<file path="src/hw/rtl/stw_pkg.sv">
// Shared types and register codes for the sliding time window counter.
package stw_pkg;

   localparam int INDEX_W  = 32;
   localparam int SPAN_W   = 31;
   localparam int COUNT_W  = 11;
   localparam int CSR_IDX_W = 1;

   localparam logic [CSR_IDX_W-1:0] CSR_WINDOW_LENGTH = 1'd0;
   localparam logic [CSR_IDX_W-1:0] CSR_PER_ITEM_MODE = 1'd1;

   typedef struct packed {
      logic signed [INDEX_W-1:0] index_value;
      logic [SPAN_W-1:0]         item_window;
      logic                      series_start;
   } req_payload_type;

   typedef struct packed {
      logic [COUNT_W-1:0] window_count;
      logic               not_available;
      logic               overflow;
      logic               order_error;
   } rsp_payload_type;

endpackage

</file>
<file path="src/hw/rtl/stw_search.sv">
// Binary search over the circular index history for the first entry inside the window.
module stw_search #(
   parameter int DEPTH = 1024
) (
   input  logic                       clock,
   input  logic                       reset,
   input  logic                       start,
   input  logic [$clog2(DEPTH)-1:0]   oldest,
   input  logic [$clog2(DEPTH+1)-1:0] span,
   input  logic signed [33:0]         low,
   input  logic [31:0]                rd_data,
   input  logic                       take,
   output logic                       rd_en,
   output logic [$clog2(DEPTH)-1:0]   rd_addr,
   output logic                       done,
   output logic [$clog2(DEPTH+1)-1:0] result
);
   import stw_pkg::*;

   localparam int AW = $clog2(DEPTH);
   localparam int CW = $clog2(DEPTH + 1);
   localparam logic [AW:0] DEPTH_A = (AW + 1)'(DEPTH);

   logic          active_ff, active_in;
   logic          pend_ff, pend_in;
   logic [CW-1:0] lo_ff, lo_in;
   logic [CW-1:0] hi_ff, hi_in;
   logic [CW-1:0] mid_ff, mid_in;
   logic [AW-1:0] oldest_ff, oldest_in;
   logic signed [33:0] low_ff, low_in;

   logic          in_window;
   logic          more;
   logic [CW:0]   mid_sum;
   logic [AW:0]   addr_sum;

   // Entries are nondecreasing from oldest to newest, so the entries below the
   // window form a prefix; the search finds its length.
   assign in_window = $signed({{2{rd_data[INDEX_W-1]}}, rd_data}) >= low_ff;

   always_comb begin
      lo_in     = lo_ff;
      hi_in     = hi_ff;
      active_in = active_ff;
      oldest_in = oldest_ff;
      low_in    = low_ff;
      if (pend_ff) begin
         if (in_window) begin
            hi_in = mid_ff;
         end else begin
            lo_in = mid_ff + CW'(1);
         end
      end
      more     = lo_in < hi_in;
      mid_sum  = {1'b0, lo_in} + {1'b0, hi_in};
      mid_in   = mid_sum[CW:1];
      addr_sum = {1'b0, oldest_ff} + (AW + 1)'(mid_in);
      if (addr_sum >= DEPTH_A) begin
         addr_sum = addr_sum - DEPTH_A;
      end
      pend_in = active_ff && more;
      if (start) begin
         active_in = 1'b1;
         pend_in   = 1'b0;
         lo_in     = '0;
         hi_in     = span;
         oldest_in = oldest;
         low_in    = low;
      end else if (take) begin
         active_in = 1'b0;
      end
   end

   assign rd_en   = active_ff && more;
   assign rd_addr = addr_sum[AW-1:0];
   assign done    = active_ff && !more;
   assign result  = lo_in;

   always_ff @(posedge clock) begin
      if (reset) begin
         active_ff <= 1'b0;
         pend_ff   <= 1'b0;
      end else begin
         active_ff <= active_in;
         pend_ff   <= pend_in;
      end
      lo_ff     <= lo_in;
      hi_ff     <= hi_in;
      mid_ff    <= mid_in;
      oldest_ff <= oldest_in;
      low_ff    <= low_in;
   end

endmodule

</file>
<file path="config.mk">
export PLATFORM = sky130hd
export DESIGN_NAME = stw_search
export DESIGN_NICKNAME = d
export VERILOG_FILES = /design/src/hw/rtl/stw_pkg.sv /design/src/hw/rtl/stw_search.sv
export SDC_FILE = /design/constraint.sdc
export NUM_CORES = 1
export LEC_CHECK = 0
export ABC_AREA = 1
export BUFFER_PORTS_ARGS = -buffer_cell sky130_fd_sc_hd__buf_2
export CORE_UTILIZATION = 49
export CTS_CLUSTER_DIAMETER = 120
export DETAILED_ROUTE_END_ITERATION = 10
export PLACE_DENSITY = 0.77
export REMOVE_ABC_BUFFERS = 1
export SKIP_CTS_REPAIR_TIMING = 1
export SYNTH_ARGS = -nofsm -noshare
export SYNTH_HDL_FRONTEND = slang
export SYNTH_SLANG_ARGS = --single-unit
</file>
<file path="constraint.sdc">
create_clock -name clock -period 5 [get_ports clock]
set_input_delay 0.75 -clock clock [delete_from_list [all_inputs] [get_ports clock]]
set_output_delay 0.75 -clock clock [all_outputs]
set_load 0.03 [all_outputs]
</file>
==> results of run 1 <==
## power breakdown
part,leakage (nW),internal (mW),switching (mW)
Combinational,2.81,0.488,0.595
Clock,0.102,0.238,0.280
Sequential,0.721,0.752,0.0363
## worst max-delay path: cells and delay by family
family | cells | cell delay (ns)
buf+inv | 6 | 0.58
fa+ha+maj | 3 | 0.93
compound gates | 6 | 0.95
xor+xnor | 2 | 0.38
simple gates | 14 | 1.46
## layer usage
layer	vias to the layer above	global-route usage, %
met5	-	0
met4	0	8.24
met3	45	4.04
met2	177	44.6
met1	2242	26.8
li1	2290	-
## sequential cells by signal (all words and copies together), names as in the netlist
signal     flops
low_ff        34
hi_ff         11
lo_ff         11
mid_ff        11
oldest_ff     10
active_ff      1
pend_ff        1
## final cells by class
cell class	instances	area share, %
timing repair buffer	219	19.1
sequential	79	26.6
tap	133	2.19
multi-input combinational	381	44.2
clock inverter	7	1.05
inverter	102	5.17
clock buffer	9	1.63
## cells in the mapped netlist (3+ instances only)
cell type	n	area (µm²)
nand2_1	114	428
inv_1	91	342
ha_1	64	801
edfxtp_1	44	1320
nor2_1	44	165
a21oi_1	42	210
dfxtp_1	35	701
xor2_1	18	158
nand3_1	13	65.1
o21ai_2	12	105
inv_2	11	41.3
o21ai_0	11	55.1
o21ai_1	10	50.1
nand2_2	5	31.3
nor3_1	5	25.0
xnor2_1	5	43.8
clkbuf_1	4	15.0
nand4_1	4	25.0
or2_2	4	25.0
a211oi_2	3	37.5
buf_6	3	33.8
nand3_2	3	30.0
## worst paths after layout
kind,startpoint,to,cells after the start
min,hi_ff[0],hi_ff[0],2
max reg2reg,low_ff[32],pend_ff,28
max,rd_data[31],rd_addr[8],31
min reg2reg,hi_ff[0],hi_ff[0],2
## metrics by stage
step	setup TNS [ns]	setup WS (ns)	cells
2_1_floorplan	-2.59	-0.795	561
4_1_cts	-6.26	-1.03	910
3_5_place_dp	-5.97	-0.991	894
5_1_grt	-5.67	-1.00	930
3_3_place_gp	-4.32	-0.774	894
6_report	-3.73	-0.816	930
## cell families (layout without fill, tap and decap cells)
group,Yosys count,in the layout
AOI/OAI and AO/OA,91,91
xor gates and xnor gates,23,23
adders and majority gates,66,66
buffers and inverters,110,337
DFF,79,79
and+or+nand+nor,200,201
==> summary.md, run 1 <==
| Metric | Value |
|---|---|
| Chip Height | 102 µm |
| DP Wirelength | ~9500 µm |
| FF/Latch Area | approximately 2000 µm² |
| Grt total ovfl | 0 |
| Max-cap violations | 0 |
| Tmin final | 5.82 ns |
| Routed vias | 4754 |
| Leakage power | 3.63 nW |
| Crit path kind | primary input to primary output |
| GRT Overall Usage | between 20% and 30% |
| Post-synthesis compound-gate area fraction | between 10% and 20% |
| Netlist Area Pre-Place | 4900 µm² |
| Routed Antenna Nets | 0 |
| Data required, critical path | between 4 and 5 ns |
| Hold Vio Cnt, Final | 0 |
| Top layer in use | met4 |
| Status | complete, but fails checks |
| Worst-path clk slew | around 0.10 ns |
| Final WL | between 15000 and 20000 µm |
| Post-synth EDFFs | between 40 and 50 |
| Slew HR | between 60% and 70% |
| Port-buffer cells | between 100 and 150 |
| Yosys reg bits | 79 |
| Fin nets | 949 |
| Clk_skew | about 0.011 ns |
| First-pass GRT wire length | roughly 19000 µm |
| CTS tree | built |
| Starting Density | 50.4% |
| Final Max Slew Viols | 0 |
| Cell Rows | 36 |
| FFs w/ async S/R, synth | 0% |
| Largest net degree at the start of global routing | 38 |
| Met1 wire length | around 5700 µm |
| Commonest cells after routing, fill and taps aside | 109 x buf_4, 98 x buf_2, 83 x inv_1, 82 x nand2_1, 44 x edfxtp_1 |
| Core area | 9730 µm² |
| 1st-iter DRT viols | roughly 210 |
| Worst skew pair latency | ~0.37 ns |
| Yosys cell types | 38 |
| Die area | 10400 µm² |
| Root Buffer | clkbuf_8 |
| Area growth, synth to finish | 54.9% |
| Placed cell area | ~6200 µm² |
| Worst Setup End Kind | primary output |
| Cell area after layout | approximately 7600 µm² |
| Fillcell total | just over 600 |
| Critical-path cell with the highest stage delay | ha_4 |
| Period utilization | 116% |
| GP Congestion | 0.912 |
| Ant. Diodes | 0 |
| CTS sink count | just under 80 |
| Total power | about 2.4 mW |
| Multi-input gate area | between 3000 and 4000 µm² |
| Mapped Cells | 569 |
| Crit path launch type | primary input |
| Post-Synth XOR/XNOR Area | under 10% |
| Simple-gate portion of the synthesized area | about 17% |
| Top_reg_cell synth | edfxtp_1 |
| Sequential area share after synthesis | 41.2% |
| Routed wl met2 | around 8000 µm |
| Clock buffer count from CTS | 9 |
| Longest Clk Path Bufs | 2 |
| Finished Core Util | about four fifths |
| Post-route DRC violation count | 0 |
| VDD IR max | roughly 0.32 mV |
| Worst slew pin tran | 0.526 ns |
| Pwr Density | ~310 nW/µm² |
| Ys Warns | 0 |
| Combinational family with the most area after synthesis | simple AND/OR/NAND/NOR gates |
| Failing checks | setup timing |
| Die X | 102 µm |
| Pre-Repair DR Iteration Count | 6 |
| R2r setup slk | ~1.1 ns |
| Vias in the first global route | between 4000 and 5000 |
| DR WL/cell | around 16 µm |
| Mux contribution to synthesized area | 0% |
| I/O Pins | about 110 |
| Met3 wire len | roughly 940 µm |
| # setup viols final | 7 |
| Mean Syn Cell Area | roughly 8.6 µm² |
| Hold Path Class | flip-flop to flip-flop |
| Unrepaired setup endpoints after global routing | yes |
| Hold Slack | 0.507 ns |
| CP Data Arrival Time | about 5.1 ns |
| Crit-path max FO | 7 |
| Share of cells above drive strength 1 | 50.7% |
| Initial antenna violation count | 0 |
| Commonest non-fill, non-tap cell in the layout | buf_4 |
| CP max stage delay | ~0.33 ns |
| Vias/cell | about 5.1 |
| Fmax | 172 MHz |
| CTS H-tree lvls | 3 |
| Synth Area in Adders | 17.1% |
| Final setup margin | -0.816 ns |
Note: power is estimated with default switching activity, not from simulation.
==> run 2, diff against run 1 <==
- MAX_ROUTING_LAYER: default -> met4
==> summary.md, run 2 (same netlist as run 1, synthesis figures left out) <==
| Metric | Value |
|---|---|
| Status | complete, but fails checks |
| Failing checks | setup timing |
| Largest net degree at the start of global routing | 44 (+16%) |
| GRT Overall Usage | 23.4% (-0.26 points) |
| CP Data Arrival Time | 5.15 ns (+0.08 ns) |
| Chip Height | 102 µm (unchanged) |
| Crit path kind | primary input to primary output |
| CP max stage delay | 0.31 ns (-0.02 ns) |
| Clock buffer count from CTS | 9 (unchanged) |
| Fin cells | 943 (+1.4%) |
| Hold Path Class | flip-flop to flip-flop |
| Grt total ovfl | 0 (unchanged) |
| CTS sink count | 79 (unchanged) |
| Leakage power | 3.68 nW (+1.5%) |
| DR WL/cell | 16.4 µm (+0.36%) |
| DP Wirelength | 9340 µm (-1.7%) |
| Core area | 9730 µm² (unchanged) |
| Setup TNS | -4.70 ns (-0.975 ns) |
| Vias/cell | 5.19 (+1.5%) |
| First-pass GRT wire length | 18400 µm (-2.5%) |
| Routed Antenna Nets | 0 (unchanged) |
| Longest Clk Path Bufs | 2 (unchanged) |
| # setup viols final | 10 (+3) |
| VDD IR max | 0.327 mV (+1.1%) |
| Vias in the first global route | 4406 (-1.0%) |
| Die X | 102 µm (unchanged) |
| Data required, critical path | 4.25 ns (about the same) |
| Top Family by Delay on Critical Path | simple AND/OR/NAND/NOR gates |
| Starting Density | 50.4% (unchanged) |
| CTS tree | built |
| Crit path launch type | primary input |
| Crit-path max FO | 8 (+1) |
| I/O Pins | 114 (unchanged) |
| Fmax | 169 MHz (-1.4%) |
| Slew HR | 34.0% (-31 points) |
| Critical-path cell with the highest stage delay | ha_4 |
| Final setup margin | -0.901 ns (-0.0847 ns) |
| Final WL | 15500 µm (+1.8%) |
| Largest Register | low_ff |
| Root Buffer | clkbuf_8 |
| 1st-iter DRT viols | 194 (-8.1%) |
| WP buf/inv | 5 (-1) |
| Commonest non-fill, non-tap cell in the layout | buf_4 |
| Crit path top cell by count | nand2_4 |
| Unrepaired setup endpoints after global routing | yes |
| Max-cap violations | 0 (unchanged) |
| GP Congestion | 0.964 (+5.6%) |
| Worst Setup End Kind | primary output |
| Post-route DRC violation count | 0 (unchanged) |
| Initial antenna violation count | 0 (unchanged) |
| Die area | 10400 µm² (unchanged) |
| Period utilization | 118% (+1.7 points) |
| Fin nets | 962 (+1.4%) |
| Commonest cells after routing, fill and taps aside | 117 x buf_4, 101 x buf_2, 83 x nand2_1, 81 x inv_1, 44 x edfxtp_1 |
| Routed vias | 4892 (+2.9%) |
| Max reg flops | 34 (unchanged) |
| Worst slew pin tran | 0.991 ns (+0.464 ns) |
| Worst skew pair latency | 0.36 ns (about the same) |
| Ant. Diodes | 0 (unchanged) |
| Area growth, synth to finish | 57.0% |
| Clk_skew | 0.0146 ns (+0.00393 ns) |
| Port-buffer cells | 113 (unchanged) |
| Tmin final | 5.90 ns (+0.0847 ns) |
| Share of cells above drive strength 1 | 51.9% (+1.2 points) |
| Pwr Density | 308 nW/µm² (-2.0%) |
| Worst-path clk slew | 0.10 ns (about the same) |
| Fillcell total | 569 (-6.7%) |
| Cell Rows | 36 (unchanged) |
| # placed instances | 896 (+0.22%) |
| Final Max Slew Viols | 0 (unchanged) |
| Hold Vio Cnt, Final | 0 (unchanged) |
| CTS H-tree lvls | 3 (unchanged) |
| Pre-Repair DR Iteration Count | 5 (-1) |
## run 2: cell types whose count changed in the layout (fill, tap and decap cells not counted), moves of 3 or more
cell,delta
ha_1,+3
clkinv_4,+3
a21oi_4,+3
ha_4,-3
buf_6,+3
o21ai_0,-4
nor2_2,-3
buf_2,+3
buf_4,+8
a21oi_1,-4
## run 2: per-stage QoR
| step | hold WS [ns] | setup slack (ns) | area [µm²] | power (mW) | utilization, % |
|---|---|---|---|---|---|
| 2_1_floorplan | 0.457 | -0.795 | 4850 | 1.25 | - |
| 3_3_place_gp | 0.476 | -0.796 | 6250 | 1.55 | 64.2 |
| 3_5_place_dp | 0.502 | -1.01 | 6250 | 1.58 | 64.2 |
| 4_1_cts | 0.517 | -1.08 | 6440 | 2.04 | 66.2 |
| 5_1_grt | 0.534 | -1.11 | 7700 | 2.48 | 79.2 |
| 6_report | 0.512 | -0.901 | 7700 | 2.37 | 79.2 |
## run 2: final timing paths
kind	start	to	slack [ns]	cells after the start
min reg2reg	hi_ff[0]	hi_ff[0]	0.51	2
max	rd_data[25]	rd_addr[9]	-0.90	33
max reg2reg	low_ff[15]	pend_ff	0.77	31
min	hi_ff[0]	hi_ff[0]	0.51	2
## run 2: metal layers
metal / part of all wire [%] / GRT usage, % / vias to the layer above
met3: 5.4 / 3.76 / 50
met4: 3.2 / 8.46 / 0
li1: - / - / 2322
met5: 0 / - / -
met2: 53 / 42.4 / 199
met1: 38 / 25.8 / 2321
## run 2: cell type report
type                            count  area, µm²  share of cell area [%]
Clock buffer                        9        124                    1.61
Clock inverter                      7       67.6                   0.877
Inverter                          102        393                    5.10
Multi-Input combinational cell    380       3360                    43.7
Sequential cell                    79       2020                    26.3
Tap cell                          133        166                    2.16
Timing Repair Buffer              233       1570                    20.3
## run 2: report_power, final
part           total [mW]  leakage, nW  internal, mW  switching [mW]
Combinational        1.12         2.87         0.512           0.612
Clock               0.460       0.0932         0.191           0.269
Sequential          0.789        0.721         0.752          0.0367
## run 2: worst min-delay path, delay by kind of cell (launching register included)
family	cells	cell delay, ns
compound gates	1	0.07
flops	1	0.32
simple gates	1	0.08
==> run 3, diff against run 2 <==
- RECOVER_POWER: default -> 50
==> summary.md, run 3 (same netlist as run 1, synthesis figures left out) <==
| Metric | Value |
|---|---|
| Status | complete, but fails checks |
| Failing checks | capacitance limit, slew limit, setup timing |
| Hold Slack | 0.512 ns (unchanged) |
| Post-route DRC violation count | 0 (unchanged) |
| DR WL/cell | 16.4 µm (about the same) |
| GRT Overall Usage | 23.4% (unchanged) |
| CP Data Arrival Time | 5.15 ns (about the same) |
| Data required, critical path | 4.25 ns (about the same) |
| Placed cell area | 6250 µm² (unchanged) |
| Combinational group share of total power | 47.4% (about the same) |
| Cell Rows | 36 (unchanged) |
| Hold Vio Cnt, Final | 0 (unchanged) |
| WP buf/inv | 5 (unchanged) |
| Clock power share | 19.4% (about the same) |
| GP Congestion | 0.964 (unchanged) |
| Switching share of power | 38.7% (about the same) |
| Final Max Slew Viols | 44 (+44) |
| Longest Clk Path Bufs | 2 (unchanged) |
| Vias/cell | 5.19 (unchanged) |
| Routed vias | 4892 (unchanged) |
| Cell area after layout | 7700 µm² (about the same) |
| Critical-path cell with the highest stage delay | ha_4 |
| 1st-iter DRT viols | 195 (+0.52%) |
| Port-buffer cells | 113 (unchanged) |
| Die area | 10400 µm² (unchanged) |
| Worst skew pair latency | 0.36 ns (about the same) |
| Multi-input gate area | 3360 µm² (unchanged) |
| Share of cells above drive strength 1 | 51.6% (-0.25 points) |
| Core area | 9730 µm² (unchanged) |
| Crit path top cell by count | nand2_4 |
| Routed Antenna Nets | 0 (unchanged) |
| Worst slew pin tran | 2.35 ns (+1.35 ns) |
| Initial antenna violation count | 0 (unchanged) |
| # setup viols final | 10 (unchanged) |
| CTS H-tree lvls | 3 (unchanged) |
| Crit path launch type | primary input |
| Period utilization | 118% (about the same) |
| I/O Pins | 114 (unchanged) |
| # placed instances | 896 (unchanged) |
| Die X | 102 µm (unchanged) |
| Pre-Repair DR Iteration Count | 5 (unchanged) |
| Fin nets | 962 (unchanged) |
| Ant. Diodes | 0 (unchanged) |
| P_sw | 0.918 mW (about the same) |
| CP max stage delay | 0.31 ns (about the same) |
| First-pass GRT wire length | 18400 µm (unchanged) |
| Chip Height | 102 µm (unchanged) |
| DP Wirelength | 9340 µm (unchanged) |
| Worst Setup End Kind | primary output |
| Flop pwr share | 33.3% (about the same) |
| Commonest cells after routing, fill and taps aside | 116 x buf_4, 100 x buf_2, 83 x nand2_1, 81 x inv_1, 44 x edfxtp_1 |
| CTS tree | built |
| Top Family by Delay on Critical Path | simple AND/OR/NAND/NOR gates |
| Commonest non-fill, non-tap cell in the layout | buf_4 |
| Fillcell total | 572 (+0.53%) |
| Internal Power | 1.45 mW (about the same) |
| Crit path kind | primary input to primary output |
| Hold Path Class | flip-flop to flip-flop |
| Clock buffer count from CTS | 9 (unchanged) |
| Vias in the first global route | 4406 (unchanged) |
| Starting Density | 50.4% (unchanged) |
| Max reg flops | 34 (unchanged) |
| Final setup margin | -0.901 ns (-0.00000300 ns) |
| Clk_skew | 0.0146 ns (unchanged) |
| Area growth, synth to finish | 56.9% (about the same) |
| Leakage power | 3.68 nW (-0.17%) |
| Crit-path max FO | 8 (unchanged) |
| Slew HR | -56.4% (-90 points) |
| Unrepaired setup endpoints after global routing | yes |
| CTS sink count | 79 (unchanged) |
| Max-cap violations | 1 (+1) |
| Largest net degree at the start of global routing | 44 (unchanged) |
| VDD IR max | 0.329 mV (+0.35%) |
| Worst-path clk slew | 0.10 ns (about the same) |
| Largest Register | low_ff |
| Fin cells | 943 (unchanged) |
| FF/Latch Area | 2020 µm² (unchanged) |
| Grt total ovfl | 0 (unchanged) |
| Fmax | 169 MHz (unchanged) |
| Root Buffer | clkbuf_8 |
| Pwr Density | 308 nW/µm² (about the same) |
| Tmin final | 5.90 ns (+0.00000300 ns) |
| Final WL | 15500 µm (about the same) |
-- run 3: cell count changes in the layout (fill, tap and decap cells not counted) --
cell	before	now
buf_4	117	116
buf_2	101	100
clkbuf_1	0	2
-- run 3: layer usage --
metal | part of all wire (%) | up-vias | GRT usage, %
met5 | 0 | - | -
met4 | 3.2 | 0 | 8.46
met3 | 5.4 | 50 | 3.76
met2 | 53 | 199 | 42.4
met1 | 38 | 2321 | 25.8
li1 | - | 2322 | -
-- run 3: metrics by stage --
stage / total power [mW] / utilization (%) / setup TNS, ns / worst slack, ns
after floorplan: 1.25 / - / -2.59 / -0.795
final: 2.37 / 79.1 / -4.70 / -0.901
after global placement: 1.55 / 64.2 / -4.45 / -0.796
after detailed placement: 1.58 / 64.2 / -5.90 / -1.01
after global routing: 2.48 / 79.1 / -6.48 / -1.11
after CTS: 2.04 / 66.2 / -6.38 / -1.08
-- run 3: final timing paths --
check	depth (start not counted)	endpoint	from	slack, ns
max reg2reg	31	pend_ff	low_ff[15]	0.77
min	2	hi_ff[0]	hi_ff[0]	0.51
max	33	rd_addr[9]	rd_data[25]	-0.90
min reg2reg	2	hi_ff[0]	hi_ff[0]	0.51
-- run 3: cell type report --
cell class                 count  share of cell area, %
clock buffer                   9                   1.61
clock inverter                 7                  0.878
tap                          133                   2.16
sequential                    79                   26.3
multi-input combinational    380                   43.7
inverter                     102                   5.10
timing repair buffer         233                   20.3
-- run 3: worst register-to-register path: cells and delay by family (launching register included) --
kind	cells	cell delay, ns
AO/OA/AOI/OAI	3	0.54
adder cells (fa/ha/maj)	2	0.58
buffers and inverters	12	1.26
flip-flops	1	0.36
AND/OR/NAND/NOR	14	1.41
-- run 3: power by group through the flow --
| stage | clock [mW] | sequential [mW] | combinational (mW) |
|---|---|---|---|
| 5_1_grt | 0.491 | 0.794 | 1.20 |
| 3_3_place_gp | 0 | 0.796 | 0.756 |
| 3_5_place_dp | 0 | 0.799 | 0.781 |
| 6_report | 0.460 | 0.789 | 1.12 |
| 2_1_floorplan | 0 | 0.788 | 0.464 |
| 4_1_cts | 0.467 | 0.784 | 0.790 |
